===== src/rtl/dwa_pkg.sv =====
// Shared types and constants of the depth window aggregator.
package dwa_pkg;

    localparam int VAL_W       = 32;
    localparam int QUEUE_DEPTH = 4;
    localparam int QPTR_W      = $clog2(QUEUE_DEPTH);
    localparam int QCNT_W      = $clog2(QUEUE_DEPTH + 1);

    // configuration register indexes
    localparam logic [1:0] REG_WINDOW_LOW   = 2'd0;
    localparam logic [1:0] REG_WINDOW_HIGH  = 2'd1;
    localparam logic [1:0] REG_AGG_MODE     = 2'd2;
    localparam logic [1:0] REG_NO_DATA_CODE = 2'd3;

    // aggregation modes
    localparam logic [1:0] MODE_MEAN     = 2'd0;
    localparam logic [1:0] MODE_MAX      = 2'd1;
    localparam logic [1:0] MODE_MIN      = 2'd2;
    localparam logic [1:0] MODE_MEAN_ALL = 2'd3;

    typedef struct packed {
        logic signed [VAL_W-1:0] depth;
        logic signed [VAL_W-1:0] sample_value;
        logic                    last_sample;
    } in_word_t;

    typedef struct packed {
        logic signed [VAL_W-1:0] aggregate;
        logic                    empty_res;
    } out_word_t;

    typedef struct packed {
        logic signed [VAL_W-1:0] window_low;
        logic signed [VAL_W-1:0] window_high;
        logic [1:0]              agg_mode;
        logic signed [VAL_W-1:0] no_data_code;
    } cfg_t;

    // classified sample as it travels from front to back
    typedef struct packed {
        logic signed [VAL_W-1:0] sample_value;
        logic                    ok;
        logic                    last;
    } qentry_t;

endpackage


===== src/rtl/dwa_front.sv =====
// Front end: accepts input words and marks whether each sample qualifies.
module dwa_front
(
    input  logic             push,
    output logic             full,
    input  dwa_pkg::in_word_t in_data,
    input  dwa_pkg::cfg_t    cfg,
    input  logic             queue_full,
    output logic             q_push,
    output dwa_pkg::qentry_t q_entry
);

    logic depth_ok;
    logic value_ok;

    always_comb
    begin
        depth_ok = (in_data.depth != cfg.no_data_code)
                && (in_data.depth >= cfg.window_low)
                && (in_data.depth < cfg.window_high);
        value_ok = (cfg.agg_mode == dwa_pkg::MODE_MEAN_ALL)
                || (in_data.sample_value != cfg.no_data_code);
        q_entry.sample_value = in_data.sample_value;
        q_entry.ok           = depth_ok && value_ok;
        q_entry.last         = in_data.last_sample;
    end

    assign full   = queue_full;
    assign q_push = push && !queue_full;

endmodule


===== src/rtl/dwa_queue.sv =====
// Short queue of classified samples between front and back.
module dwa_queue
(
    input  logic             clk,
    input  logic             rst_n,
    input  logic             push,
    input  dwa_pkg::qentry_t din,
    output logic             full,
    input  logic             pop,
    output dwa_pkg::qentry_t dout,
    output logic             empty
);

    dwa_pkg::qentry_t                 entries [dwa_pkg::QUEUE_DEPTH];
    logic [dwa_pkg::QPTR_W-1:0]       wr_ptr_reg;
    logic [dwa_pkg::QPTR_W-1:0]       wr_ptr_next;
    logic [dwa_pkg::QPTR_W-1:0]       rd_ptr_reg;
    logic [dwa_pkg::QPTR_W-1:0]       rd_ptr_next;
    logic [dwa_pkg::QCNT_W-1:0]       count_reg;
    logic [dwa_pkg::QCNT_W-1:0]       count_next;
    logic                             do_push;
    logic                             do_pop;

    always_comb
    begin
        do_push     = push && !full;
        do_pop      = pop && !empty;
        wr_ptr_next = do_push ? wr_ptr_reg + 1'b1 : wr_ptr_reg;
        rd_ptr_next = do_pop ? rd_ptr_reg + 1'b1 : rd_ptr_reg;
        count_next  = count_reg;
        if (do_push && !do_pop)
        begin
            count_next = count_reg + 1'b1;
        end
        else if (do_pop && !do_push)
        begin
            count_next = count_reg - 1'b1;
        end
    end

    always_ff @(posedge clk or negedge rst_n)
    begin
        if (!rst_n)
        begin
            wr_ptr_reg <= '0;
            rd_ptr_reg <= '0;
            count_reg  <= '0;
        end
        else
        begin
            wr_ptr_reg <= wr_ptr_next;
            rd_ptr_reg <= rd_ptr_next;
            count_reg  <= count_next;
        end
    end

    always_ff @(posedge clk)
    begin
        if (do_push)
        begin
            entries[wr_ptr_reg] <= din;
        end
    end

    assign dout  = entries[rd_ptr_reg];
    assign empty = (count_reg == '0);
    assign full  = (count_reg == dwa_pkg::QCNT_W'(dwa_pkg::QUEUE_DEPTH));

endmodule


===== src/rtl/dwa_div.sv =====
// Iterative restoring divider for the mean: signed sum over unsigned count.
module dwa_div #(
    parameter int NUM_W = 48,
    parameter int DEN_W = 17
)
(
    input  logic                            clk,
    input  logic                            rst_n,
    input  logic                            start,
    input  logic signed [NUM_W-1:0]         num,
    input  logic [DEN_W-1:0]                den,
    output logic                            done,
    output logic signed [dwa_pkg::VAL_W-1:0] quotient
);

    localparam int ITER_W = $clog2(NUM_W + 1);

    logic                 busy_reg;
    logic                 busy_next;
    logic                 done_reg;
    logic                 done_next;
    logic [ITER_W-1:0]    iter_reg;
    logic [ITER_W-1:0]    iter_next;
    logic [DEN_W-1:0]     rem_reg;
    logic [DEN_W-1:0]     rem_next;
    logic [NUM_W-1:0]     quo_reg;
    logic [NUM_W-1:0]     quo_next;
    logic [DEN_W-1:0]     den_reg;
    logic [DEN_W-1:0]     den_next;
    logic                 neg_reg;
    logic                 neg_next;
    logic [DEN_W:0]       rem_shift;
    logic                 fits;
    logic [DEN_W:0]       rem_sub;
    logic [NUM_W-1:0]     num_mag;

    always_comb
    begin
        num_mag   = num[NUM_W-1] ? NUM_W'(-num) : NUM_W'(num);
        rem_shift = {rem_reg, quo_reg[NUM_W-1]};
        fits      = rem_shift >= {1'b0, den_reg};
        rem_sub   = rem_shift - {1'b0, den_reg};

        busy_next = busy_reg;
        done_next = 1'b0;
        iter_next = iter_reg;
        rem_next  = rem_reg;
        quo_next  = quo_reg;
        den_next  = den_reg;
        neg_next  = neg_reg;

        if (start)
        begin
            busy_next = 1'b1;
            iter_next = ITER_W'(NUM_W);
            rem_next  = '0;
            quo_next  = num_mag;
            den_next  = den;
            neg_next  = num[NUM_W-1];
        end
        else if (busy_reg)
        begin
            // one quotient bit per cycle, MSB first
            rem_next  = fits ? rem_sub[DEN_W-1:0] : rem_shift[DEN_W-1:0];
            quo_next  = {quo_reg[NUM_W-2:0], fits};
            iter_next = iter_reg - 1'b1;
            if (iter_reg == ITER_W'(1))
            begin
                busy_next = 1'b0;
                done_next = 1'b1;
            end
        end
    end

    always_ff @(posedge clk or negedge rst_n)
    begin
        if (!rst_n)
        begin
            busy_reg <= 1'b0;
            done_reg <= 1'b0;
            iter_reg <= '0;
        end
        else
        begin
            busy_reg <= busy_next;
            done_reg <= done_next;
            iter_reg <= iter_next;
        end
    end

    always_ff @(posedge clk)
    begin
        rem_reg <= rem_next;
        quo_reg <= quo_next;
        den_reg <= den_next;
        neg_reg <= neg_next;
    end

    // truncated quotient always fits in 32 bits
    assign quotient = neg_reg ? -$signed(quo_reg[dwa_pkg::VAL_W-1:0])
                              : $signed(quo_reg[dwa_pkg::VAL_W-1:0]);
    assign done     = done_reg;

endmodule


===== src/rtl/dwa_back.sv =====
// Back end: accumulates sum, count and extreme, forms and holds the result word.
module dwa_back #(
    parameter int MAX_SAMPLES = 65536,
    parameter int SUM_W       = 48,
    parameter int CNT_W       = 17
)
(
    input  logic               clk,
    input  logic               rst_n,
    input  dwa_pkg::cfg_t      cfg,
    input  logic               q_empty,
    input  dwa_pkg::qentry_t   q_entry,
    output logic               q_pop,
    input  logic               pop,
    output logic               empty,
    output dwa_pkg::out_word_t out_data
);

    typedef enum logic [2:0] {
        ST_ACC  = 3'b001,
        ST_DIV  = 3'b010,
        ST_EMIT = 3'b100
    } state_t;

    state_t                          state_reg;
    state_t                          state_next;
    logic signed [SUM_W-1:0]         sum_reg;
    logic signed [SUM_W-1:0]         sum_next;
    logic [CNT_W-1:0]                cnt_reg;
    logic [CNT_W-1:0]                cnt_next;
    logic signed [dwa_pkg::VAL_W-1:0] ext_reg;
    logic signed [dwa_pkg::VAL_W-1:0] ext_next;
    logic signed [dwa_pkg::VAL_W-1:0] res_reg;
    logic signed [dwa_pkg::VAL_W-1:0] res_next;
    logic                            res_empty_reg;
    logic                            res_empty_next;
    dwa_pkg::out_word_t              out_reg;
    dwa_pkg::out_word_t              out_next;
    logic                            out_valid_reg;
    logic                            out_valid_next;

    logic                            take;
    logic signed [dwa_pkg::VAL_W-1:0] v;
    logic signed [SUM_W-1:0]         sum_upd;
    logic [CNT_W-1:0]                cnt_upd;
    logic signed [dwa_pkg::VAL_W-1:0] ext_upd;
    logic                            out_free;
    logic                            load;
    logic                            div_start;
    logic                            div_done;
    logic signed [dwa_pkg::VAL_W-1:0] div_quo;

    dwa_div #(
        .NUM_W (SUM_W),
        .DEN_W (CNT_W)
    ) u_div (
        .clk      (clk),
        .rst_n    (rst_n),
        .start    (div_start),
        .num      (sum_upd),
        .den      (cnt_upd),
        .done     (div_done),
        .quotient (div_quo)
    );

    always_comb
    begin
        v    = q_entry.sample_value;
        take = q_entry.ok && (cnt_reg < CNT_W'(MAX_SAMPLES));

        sum_upd = sum_reg;
        cnt_upd = cnt_reg;
        ext_upd = ext_reg;
        if (take)
        begin
            sum_upd = sum_reg + {{(SUM_W-dwa_pkg::VAL_W){v[dwa_pkg::VAL_W-1]}}, v};
            cnt_upd = cnt_reg + 1'b1;
            if (cnt_reg == '0)
            begin
                ext_upd = v;
            end
            else if (cfg.agg_mode == dwa_pkg::MODE_MAX && v > ext_reg)
            begin
                ext_upd = v;
            end
            else if (cfg.agg_mode == dwa_pkg::MODE_MIN && v < ext_reg)
            begin
                ext_upd = v;
            end
        end

        out_free       = !out_valid_reg || pop;
        load           = 1'b0;
        div_start      = 1'b0;
        q_pop          = 1'b0;
        state_next     = state_reg;
        sum_next       = sum_reg;
        cnt_next       = cnt_reg;
        ext_next       = ext_reg;
        res_next       = res_reg;
        res_empty_next = res_empty_reg;

        unique case (state_reg)
            ST_ACC:
            begin
                if (!q_empty)
                begin
                    q_pop = 1'b1;
                    if (q_entry.last)
                    begin
                        sum_next = '0;
                        cnt_next = '0;
                        ext_next = '0;
                        if (cnt_upd == '0)
                        begin
                            res_next       = cfg.no_data_code;
                            res_empty_next = 1'b1;
                            state_next     = ST_EMIT;
                        end
                        else if (cfg.agg_mode == dwa_pkg::MODE_MAX
                              || cfg.agg_mode == dwa_pkg::MODE_MIN)
                        begin
                            res_next       = ext_upd;
                            res_empty_next = 1'b0;
                            state_next     = ST_EMIT;
                        end
                        else
                        begin
                            div_start  = 1'b1;
                            state_next = ST_DIV;
                        end
                    end
                    else
                    begin
                        sum_next = sum_upd;
                        cnt_next = cnt_upd;
                        ext_next = ext_upd;
                    end
                end
            end
            ST_DIV:
            begin
                if (div_done)
                begin
                    res_next       = div_quo;
                    res_empty_next = 1'b0;
                    state_next     = ST_EMIT;
                end
            end
            ST_EMIT:
            begin
                if (out_free)
                begin
                    load       = 1'b1;
                    state_next = ST_ACC;
                end
            end
            default:
            begin
                state_next = ST_ACC;
            end
        endcase

        out_next = out_reg;
        if (load)
        begin
            out_next.aggregate = res_reg;
            out_next.empty_res = res_empty_reg;
        end
        out_valid_next = load || (out_valid_reg && !pop);
    end

    always_ff @(posedge clk or negedge rst_n)
    begin
        if (!rst_n)
        begin
            state_reg     <= ST_ACC;
            sum_reg       <= '0;
            cnt_reg       <= '0;
            ext_reg       <= '0;
            out_valid_reg <= 1'b0;
        end
        else
        begin
            state_reg     <= state_next;
            sum_reg       <= sum_next;
            cnt_reg       <= cnt_next;
            ext_reg       <= ext_next;
            out_valid_reg <= out_valid_next;
        end
    end

    always_ff @(posedge clk)
    begin
        res_reg       <= res_next;
        res_empty_reg <= res_empty_next;
        out_reg       <= out_next;
    end

    assign empty    = !out_valid_reg;
    assign out_data = out_reg;

endmodule


===== src/rtl/depth_window_aggregator_core.sv =====
// Depth window aggregator: top level with configuration registers.
// Samples are taken one per cycle into a four-word queue while it is not
// full; the back end accumulates one per cycle while in its accumulate
// state. A set ends with its last sample: an empty, maximum or minimum
// result passes from the result register to the output register once the
// output register is free, while a mean first goes through a bit-serial
// divider of SUM_W bits (SUM_W = 32 + log2(MAX_SAMPLES), 48 by default),
// during which the queue keeps taking samples until it fills. The result
// word waits in an output register and the next set is processed meanwhile.
module depth_window_aggregator_core #(
    parameter int MAX_SAMPLES = 65536
)
(
    input  logic                        clk,
    input  logic                        rst_n,
    input  logic                        push,
    output logic                        full,
    input  dwa_pkg::in_word_t           in_data,
    input  logic                        pop,
    output logic                        empty,
    output dwa_pkg::out_word_t          out_data,
    input  logic                        cfg_we,
    input  logic [1:0]                  cfg_index,
    input  logic [dwa_pkg::VAL_W-1:0]   cfg_data
);

    localparam int CNT_W = $clog2(MAX_SAMPLES + 1);
    localparam int SUM_W = dwa_pkg::VAL_W + $clog2(MAX_SAMPLES);

    dwa_pkg::cfg_t    cfg_reg;
    dwa_pkg::cfg_t    cfg_next;
    logic             queue_full;
    logic             q_push;
    dwa_pkg::qentry_t q_in;
    dwa_pkg::qentry_t q_out;
    logic             q_empty;
    logic             q_pop;

    always_comb
    begin
        cfg_next = cfg_reg;
        if (cfg_we)
        begin
            unique case (cfg_index)
                dwa_pkg::REG_WINDOW_LOW:   cfg_next.window_low   = $signed(cfg_data);
                dwa_pkg::REG_WINDOW_HIGH:  cfg_next.window_high  = $signed(cfg_data);
                dwa_pkg::REG_AGG_MODE:     cfg_next.agg_mode     = cfg_data[1:0];
                dwa_pkg::REG_NO_DATA_CODE: cfg_next.no_data_code = $signed(cfg_data);
                default:                   cfg_next = cfg_reg;
            endcase
        end
    end

    always_ff @(posedge clk or negedge rst_n)
    begin
        if (!rst_n)
        begin
            cfg_reg <= '0;
        end
        else
        begin
            cfg_reg <= cfg_next;
        end
    end

    dwa_front u_front (
        .push       (push),
        .full       (full),
        .in_data    (in_data),
        .cfg        (cfg_reg),
        .queue_full (queue_full),
        .q_push     (q_push),
        .q_entry    (q_in)
    );

    dwa_queue u_queue (
        .clk   (clk),
        .rst_n (rst_n),
        .push  (q_push),
        .din   (q_in),
        .full  (queue_full),
        .pop   (q_pop),
        .dout  (q_out),
        .empty (q_empty)
    );

    dwa_back #(
        .MAX_SAMPLES (MAX_SAMPLES),
        .SUM_W       (SUM_W),
        .CNT_W       (CNT_W)
    ) u_back (
        .clk      (clk),
        .rst_n    (rst_n),
        .cfg      (cfg_reg),
        .q_empty  (q_empty),
        .q_entry  (q_out),
        .q_pop    (q_pop),
        .pop      (pop),
        .empty    (empty),
        .out_data (out_data)
    );

endmodule


===== config.mk =====
export PLATFORM = sky130hd
export DESIGN_NAME = depth_window_aggregator_core
export DESIGN_NICKNAME = d
export VERILOG_FILES = /design/src/rtl/dwa_pkg.sv /design/src/rtl/dwa_front.sv /design/src/rtl/dwa_queue.sv /design/src/rtl/dwa_div.sv /design/src/rtl/dwa_back.sv /design/src/rtl/depth_window_aggregator_core.sv
export SDC_FILE = /design/constraint.sdc
export NUM_CORES = 1
export LEC_CHECK = 0
export ABC_CLOCK_PERIOD_IN_PS = 7460
export BUFFER_PORTS_ARGS = -buffer_cell sky130_fd_sc_hd__buf_4
export CORE_MARGIN = 3
export CORE_UTILIZATION = 40
export CTS_BUF_LIST = sky130_fd_sc_hd__clkbuf_8 sky130_fd_sc_hd__clkbuf_16
export DETAILED_ROUTE_END_ITERATION = 10
export MAX_ROUTING_LAYER = met4
export PLACE_DENSITY = 0.57
export REMOVE_ABC_BUFFERS = 1
export SLEW_MARGIN = 20
export SYNTH_ARGS = -nofsm -noshare
export SYNTH_HDL_FRONTEND = slang
export SYNTH_HIERARCHICAL = 1
export SYNTH_SLANG_ARGS = --single-unit

===== constraint.sdc =====
create_clock -name clk -period 7.46 [get_ports clk]
set_clock_uncertainty 0.2 [all_clocks]
set_input_delay 0 -clock clk [delete_from_list [all_inputs] [get_ports clk]]
set_output_delay 0 -clock clk [all_outputs]
set_load 0.005 [all_outputs]

==> metrics.md, run 1 <==
| Metric | Value |
|---|---|
| Basic-gate share of the synthesized area counting and, or, nand and nor cells | `0.121` |
| Maximum number of pins on one net before global-route repair | `95` |
| Fraction of layout instances using a drive strength above 1 | `0.158` |
| Total number of vias | `22600` |
| Number of antenna violations at the first check in global routing | `3` |
| Grt total ovfl | `0` |
| Number of buffers inserted during clock tree synthesis | `56` |
| EDFF count, synth | `268` |
| Leakage dissipation | `14.2 nW` |
| WP buf/inv | `0` |
| Total count of hold-check failures in the final report | `0` |
| Cell row count | `99` |
| Sequential cell area fraction in the yosys report | `0.462` |
| Count of endpoints failing setup in the final report | `0` |
| Share of the clock period used by the worst path | `0.949` |
| Mux contribution to synthesized area | `0.0773` |
| Final worst hold slack | `0.0225 ns` |
| Flip-flop count of the largest register, all copies and words added | `136` |
| Number of sinks on the clock net | `499` |
| Leading cell type in the layout, fill and taps excluded | `sky130_fd_sc_hd__edfxtp_1` |
| Startpoint type of the worst setup path | `register` |
| Compound-Gate Fraction of Synth Area | `0.149` |
| Number of gates given a new drive strength after cts | `0` |
| Max-cap check violation count | `0` |
| Clock share of power | `0.162` |
| Count of nets after finishing | `3280` |
| Dominant combinational cell family by area after synthesis | `compound AO/OA/AOI/OAI gates` |
| Power share of the sequential group | `0.275` |
| H-Tree Level Count | `2` |
| Io pins | `139` |
| Average via count per standard cell | `5.63` |
| Total wire length | `84.2 mm` |
| Most common cell on crit path | `sky130_fd_sc_hd__o21ai_0` |
| Highest clock frequency the design can meet | `141 MHz` |
| Worst setup path category | `register to register` |
| Non-filler cells in the finished layout | `4011` |
| Switching portion of total power | `0.454` |
| Synthesized area per cell | `10.6 um2` |
| Highest-delay cell along the critical path | `sky130_fd_sc_hd__o31ai_1` |
| Wire length of the first global-routing pass | `131 mm` |
| Most used cells in the layout excluding fill and tap cells | `sky130_fd_sc_hd__edfxtp_1, sky130_fd_sc_hd__nor2_1, sky130_fd_sc_hd__dfrtp_1, sky130_fd_sc_hd__nand2_1, sky130_fd_sc_hd__buf_4` |
| Most frequently used flop master after synthesis | `sky130_fd_sc_hd__edfxtp_1` |
| Core outline area | `73300 um2` |
| RSZ-0062 raised after global routing | `no` |
| Area of the die | `77600 um2` |
| Initial detailed-routing violation count | `1797` |
| Post-Synthesis Cell Area | `29700 um2` |
| Hold/Removal Path Class | `input pin to register` |
| # fillers | `6699` |
| Fraction of synthesis flops using an asynchronous set or reset pin | `0.429` |
| Cell count after placement | `3759` |
| FF+latch count, synth | `499` |
| Routed length per instance | `21.0 um` |
| First drt pass iteration count | `7` |
| Count of antenna-violating nets left after detailed routing | `0` |
| Data required time of the worst path | `7.57 ns` |
| Width of the die | `279 um` |
| Insertion delay of the later-clocked pin in the worst-skew pair | `0.63 ns` |
| Routability Congestion | `0.918` |
| Stage delay of the slowest cell on the critical path | `0.87 ns` |
| Slack of the critical path | `0.378 ns` |
| Tot GR Track Use | `0.220` |
| Data arrival time of the worst path | `7.19 ns` |
| Die outline height | `279 um` |
| Adder-Cell Fraction of Synth Area | `0.0744` |
| Worst Max-Slew Pin Slew | `1.12 ns` |
| Area growth, synth to finish | `16.9%` |
| Crit-path leading delay family | `compound AO/OA/AOI/OAI gates` |
| Final core area utilization | `0.474` |
| Pwr dens | `491 nW/um2` |
| Gate Count Post-Synth | `2801` |
| CP Capture Type | `register` |
| Cell internal pwr | `9.31 mW` |
| Total DRC errors in the routed layout | `0` |
| Worst max-slew margin expressed relative to the limit | `0.252` |
| Max-slew violations | `0` |
| Final critical delay including setup and external delays | `7.08 ns` |
| Setup tns final | `0 ns` |
| Vias in the first global route | `22600` |
| Starting utilization of the core area | `0.405` |
| Estimated wirelength of the detail-placed design | `60.0 mm` |
| Net load switching power | `7.75 mW` |
| Synth unique cells | `94` |
| Clock-pin slew on the worst setup and hold paths | `0.06 ns` |
| Buffers on Ports | `138` |
| Number of buffers between clock root and the deepest sink | `3` |
| Number of warnings reported in the yosys synthesis log | `6` |
| Crit-path cells | `mux4_2 > ha_1 > and4_1 > o21ai_0 > a211oi_1 > o21ai_0 > o211a_1 > o31ai_1 > a31oi_1 > o21ai_0 > xnor2_1 > o21ai_0 > or3_4 > or3_4 > or4_4 > o41ai_2 > xor2_1 > a21oi_1` |
| Portion of total power attributed to combinational logic | `0.563` |
| Peak supply drop | `0.285 mV` |
| Clock root buffer | `sky130_fd_sc_hd__clkbuf_16` |
| Pre-CTS setup slack | `0.517 ns` |
| Top fanout value on the critical path | `17` |
| CTS tree | `built` |
| Run status | `completed` |
| Synth Area in XOR/XNOR | `0.0648` |
## final timing paths
path | from | to | slack [ns] | cells after the start
setup / recovery | u_queue/rd_ptr_reg[1] | u_back/u_div/quo_reg[45] | 0.38 | 18
max in group asynchronous | rst_n | u_queue/count_reg[0] | 5.82 | 4
hold reg to reg | u_back/res_reg[14] | u_back/out_data[15] | 0.22 | 0
min in group asynchronous | rst_n | cfg_reg[58] | 0.39 | 4
hold / removal | cfg_data[1] | cfg_reg[1] | 0.02 | 3
setup reg to reg | u_queue/rd_ptr_reg[1] | u_back/u_div/quo_reg[45] | 0.38 | 18
## final cells by class
class | instances | area [um2] | share of cell area
diodes | 3 | 7.51 | 0.000216
repair buffers | 321 | 2810 | 0.0808
flip-flops and latches | 499 | 13700 | 0.396
clock inverters | 43 | 362 | 0.0104
inverters | 156 | 587 | 0.0169
multi-input cells | 1967 | 14500 | 0.418
well taps | 959 | 1200 | 0.0345
clock buffers | 63 | 1500 | 0.0431
## worst reg2reg max path: stages (launching register included)
cell and delay, ns:
sky130_fd_sc_hd__dfrtp_1 0.82, sky130_fd_sc_hd__mux4_2 0.50, sky130_fd_sc_hd__ha_1 0.45, sky130_fd_sc_hd__and4_1 0.28, sky130_fd_sc_hd__o21ai_0 0.11, sky130_fd_sc_hd__a211oi_1 0.19, sky130_fd_sc_hd__o21ai_0 0.17, sky130_fd_sc_hd__o211a_1 0.24
sky130_fd_sc_hd__o31ai_1 0.87, sky130_fd_sc_hd__a31oi_1 0.25, sky130_fd_sc_hd__o21ai_0 0.40, sky130_fd_sc_hd__xnor2_1 0.17, sky130_fd_sc_hd__o21ai_0 0.17, sky130_fd_sc_hd__or3_4 0.50, sky130_fd_sc_hd__or3_4 0.41, sky130_fd_sc_hd__or4_4 0.44
sky130_fd_sc_hd__o41ai_2 0.34, sky130_fd_sc_hd__xor2_1 0.18, sky130_fd_sc_hd__a21oi_1 0.08
## logic make-up (layout without fill, tap and decap cells)
group           after synthesis  count (layout)
buf+inv                     335             583
simple gates                740             740
xor+xnor                    220             220
compound gates              662             662
other cells                   0               3
mux                         170             170
flops                       499             499
fa+ha+maj                   175             175
## through the flow
step                      total power [mW]  instance area (um2)
after floorplan                       11.3                28800
after global placement                14.0                31400
after detailed placement              14.2                31400
after CTS                             17.1                34700
after global routing                  18.3                34700
final                                 17.1                34700
## synth_stat cells (all sizes together), types with 17 or more instances
library cell	instances	area, um2
a22o	34	298
nand4	49	340
nand2b	19	119
inv	156	586
mux2	133	1500
nor4	21	131
nor3	61	322
nor2	250	938
a21o	62	465
xor2	105	920
or3	23	154
edfxtp	268	8050
mux4	34	766
dfxtp	17	340
o31ai	71	552
clkbuf	94	354
o21ai	143	716
xnor2	115	1010
a31oi	18	113
buf	85	582
dfrtp	213	5330
nand3	39	195
a21oi	175	880
ha	172	2150
nand2	191	724
a32o	33	330
## repair_timing
action	4_1_cts	5_1_grt
hold endpoints to repair	360	0
setup buffers	0	0
hold buffers	143	0
## power groups by stage
stage                     combinational, mW  clock, mW  sequential, mW
final                                  9.60       2.76            4.70
after global routing                   10.6       2.95            4.81
after CTS                              9.58       2.84            4.70
after detailed placement               9.46          0            4.74
after global placement                 9.29          0            4.71
after floorplan                        6.73          0            4.59
## per-layer routing
metal	part of all wire	track usage	up-vias
met2	0.49	0.367	668
met5	0	-	-
met3	0.053	0.0275	118
met1	0.43	0.285	11100
li1	-	-	10700
met4	0.028	0.0606	0
(Power assumes the default switching activity.)
==> inputs of run 2 (changes only) <==
--- a/config.mk
+++ b/config.mk
@@ -9,2 +9,4 @@
 export BUFFER_PORTS_ARGS = -buffer_cell sky130_fd_sc_hd__buf_4
+export CELL_PAD_IN_SITES_DETAIL_PLACEMENT = 1
+export CELL_PAD_IN_SITES_GLOBAL_PLACEMENT = 1
 export CORE_MARGIN = 3
@@ -14,3 +16,3 @@
 export MAX_ROUTING_LAYER = met4
-export PLACE_DENSITY = 0.57
+export PLACE_DENSITY = 0.68
 export REMOVE_ABC_BUFFERS = 1
==> constraint.sdc (replaced) <==
create_clock -name clk -period 7.46 [get_ports clk]
set_clock_uncertainty 0.2 [all_clocks]
set_input_delay 1.119 -clock clk [delete_from_list [all_inputs] [get_ports clk]]
set_output_delay 1.119 -clock clk [all_outputs]
set_load 0.005 [all_outputs]
==> run 2 against run 1 <==
Clock power up 15%. Sequential cell count unchanged. Critical path depth unchanged. Die area unchanged. Routed wire length up 7.2%. Critical path type unchanged. Highest routed layer unchanged.
==> metrics.md, run 2 (synthesized netlist as in run 1, its figures left out) <==
| Metric | Value |
|---|---|
| Setup repair bufs after CTS | `0 (unchanged)` |
| Die outline height | `279 um (unchanged)` |
| Post-layout power | `17.7 mW (+3.9%)` |
| Share of the clock period used by the worst path | `0.922 (-0.0277)` |
| H-Tree Level Count | `2 (unchanged)` |
| Pwr dens | `528 nW/um2 (+7.4%)` |
| RSZ-0062 raised after global routing | `no` |
| Portion of total power attributed to combinational logic | `0.556 (-0.007)` |
| Buffers on Ports | `138 (unchanged)` |
| Io pins | `139 (unchanged)` |
| Initial detailed-routing violation count | `1480 (-18%)` |
| Hold depth | `0 (-3)` |
| Starting utilization of the core area | `0.405 (unchanged)` |
| Count of endpoints failing setup in the final report | `0 (unchanged)` |
| Power share of the sequential group | `0.265 (-0.010)` |
| Non-Filler Cell Area, Final | `33600 um2 (-3.3%)` |
| Area of the die | `77600 um2 (unchanged)` |
| Most used cells in the layout excluding fill and tap cells | `sky130_fd_sc_hd__edfxtp_1, sky130_fd_sc_hd__nor2_1, sky130_fd_sc_hd__dfrtp_1, sky130_fd_sc_hd__nand2_1, sky130_fd_sc_hd__a21oi_1` |
| Sink of the worst hold path | `u_back/out_data[32]` |
| Highest clock frequency the design can meet | `145 MHz (+3.0%)` |
| Setup tns final | `0 ns (unchanged)` |
| Clock root buffer | `sky130_fd_sc_hd__clkbuf_16` |
| Max-cap check violation count | `0 (unchanged)` |
| Core outline area | `73300 um2 (unchanged)` |
| Max-slew violations | `0 (unchanged)` |
| Count of antenna-violating nets left after detailed routing | `0 (unchanged)` |
| # hold bufs at CTS | `0 (-100%)` |
| HP Start | `u_back/res_reg[31]` |
| First drt pass iteration count | `7 (unchanged)` |
| Vias in the first global route | `23600 (+4.5%)` |
| Count of nets after finishing | `3139 (-4.3%)` |
| Hold/Removal Path Class | `register to register` |
| Leading cell type in the layout, fill and taps excluded | `sky130_fd_sc_hd__edfxtp_1` |
| Data arrival time of the worst path | `7.02 ns (-0.17 ns)` |
| Estimated wirelength of the detail-placed design | `65.2 mm (+8.7%)` |
| Cell internal pwr | `9.63 mW (+3.4%)` |
| Wire length of the first global-routing pass | `141 mm (+7.4%)` |
| CP Capture Type | `register` |
| Routability Congestion | `0.926 (+0.87%)` |
| Average via count per standard cell | `5.78 (+2.6%)` |
| Pre-CTS setup slack | `0.346 ns (-0.172 ns)` |
| Total count of hold-check failures in the final report | `0 (unchanged)` |
| Data required time of the worst path | `7.60 ns (+0.03 ns)` |
| Clock share of power | `0.179 (+0.017)` |
| Number of antenna violations at the first check in global routing | `2 (-1)` |
| Worst max-slew margin expressed relative to the limit | `0.255 (+0.00331)` |
| Routed length per instance | `23.3 um (+11%)` |
| Top fanout value on the critical path | `19 (+2)` |
| Peak supply drop | `0.305 mV (+7.2%)` |
| Number of sinks on the clock net | `499 (unchanged)` |
| Stage delay of the slowest cell on the critical path | `0.73 ns (-0.14 ns)` |
| Worst Max-Slew Pin Slew | `1.12 ns (-0.00496 ns)` |
| Startpoint type of the worst setup path | `register` |
| Worst setup path category | `register to register` |
| Startpoint of the most critical register-to-register path | `u_queue/rd_ptr_reg[0]` |
| Number of buffers between clock root and the deepest sink | `3 (unchanged)` |
| Critical Path Source | `u_queue/rd_ptr_reg[0]` |
| Most common cell on crit path | `sky130_fd_sc_hd__o21ai_0` |
| Switching portion of total power | `0.457 (+0.00239)` |
| Total wire length | `90.3 mm (+7.2%)` |
| Clock-pin slew on the worst setup and hold paths | `0.06 ns (about the same)` |
| Area growth, synth to finish | `13.0%` |
| Tot GR Track Use | `0.238 (+0.0175)` |
| Post-placement cell area | `31400 um2 (about the same)` |
| Maximum number of pins on one net before global-route repair | `118 (+24%)` |
| Fraction of layout instances using a drive strength above 1 | `0.168 (+0.0102)` |
| Total number of vias | `22400 (-0.97%)` |
| Number of gates given a new drive strength after cts | `0 (unchanged)` |
| Number of buffers inserted during clock tree synthesis | `60 (+7.1%)` |
| Slack of the critical path | `0.585 ns (+0.207 ns)` |
| Leakage dissipation | `13.8 nW (-3.2%)` |
| Run status | `completed` |
| Minimum setup slack among reg-to-reg paths | `0.58 ns (+0.21 ns)` |
| Insertion delay of the later-clocked pin in the worst-skew pair | `0.64 ns (about the same)` |
| Crit-path cells | `mux4_2 > ha_1 > and4_1 > o21ai_0 > a211oi_1 > o21ai_0 > o211a_1 > o31ai_2 > a31oi_1 > o21ai_0 > xnor2_1 > o21ai_0 > or3_4 > or3_4 > or4_4 > o41ai_2 > xor2_1 > a21oi_1` |
| Highest-delay cell along the critical path | `sky130_fd_sc_hd__dfrtp_2` |
| Reg2reg path depth | `18 (unchanged)` |
| Width of the die | `279 um (unchanged)` |
| Endpoint of the worst-slack reg-to-reg timing path | `u_back/u_div/quo_reg[45]` |
| Cell row count | `99 (unchanged)` |
| Total DRC errors in the routed layout | `0 (unchanged)` |
| Grt total ovfl | `0 (unchanged)` |
| Net load switching power | `8.09 mW (+4.4%)` |
| Flip-flop count of the largest register, all copies and words added | `136 (unchanged)` |
| Final critical delay including setup and external delays | `6.88 ns (-0.207 ns)` |
| Final core area utilization | `0.458 (-0.0155)` |
| CTS tree | `built` |
run 2: worst max-delay path: cells and delay by family, from the launching register on:
family / cells / cell delay (ns)
xor+xnor: 2 / 0.36
mux: 1 / 0.66
compound gates: 10 / 2.53
fa+ha+maj: 1 / 0.45
simple gates: 4 / 1.64
flops: 1 / 0.73
run 2: worst max path at each step:
stage / cells after the start / end
final: 18 / u_back/u_div/quo_reg[45]
after floorplan: 11 / u_back/u_div/quo_reg[0]
after global placement: 18 / u_back/u_div/quo_reg[45]
after global routing: 18 / u_back/u_div/quo_reg[44]
after CTS: 18 / u_back/u_div/quo_reg[45]
after detailed placement: 18 / u_back/u_div/quo_reg[45]
run 2: metal layers:
layer  vias to the layer above  part of all wire  global-route usage
li1                      10400                 -                   -
met5                         -                 0                   -
met2                       493              0.49               0.404
met1                     11400              0.44               0.301
met4                         0             0.025              0.0622
met3                       130             0.043              0.0320
run 2: cell type report:
cell class | count | area, um2
antenna | 2 | 5.00
clock buffer | 63 | 1550
clock inverter | 51 | 589
fill | 7976 | 39700
inverter | 156 | 587
multi-input combinational | 1967 | 14500
sequential | 499 | 13700
tap | 959 | 1200
timing repair buffer | 176 | 1380
run 2: power by group through the flow:
| stage | clock network [mW] | logic (mW) | registers, mW |
|---|---|---|---|
| CTS | 3.25 | 9.81 | 4.71 |
| floorplan | 0 | 6.73 | 4.59 |
| global route | 3.37 | 10.8 | 4.80 |
| detailed placement | 0 | 9.73 | 4.75 |
| global placement | 0 | 9.39 | 4.69 |
| finish | 3.17 | 9.85 | 4.70 |
run 2: stage by stage:
stage,cells,hold WS (ns)
floorplan,2622,0.200
global placement,3755,0.203
detailed placement,3756,0.206
CTS,3870,0.220
global route,3873,0.229
finish,3873,0.212
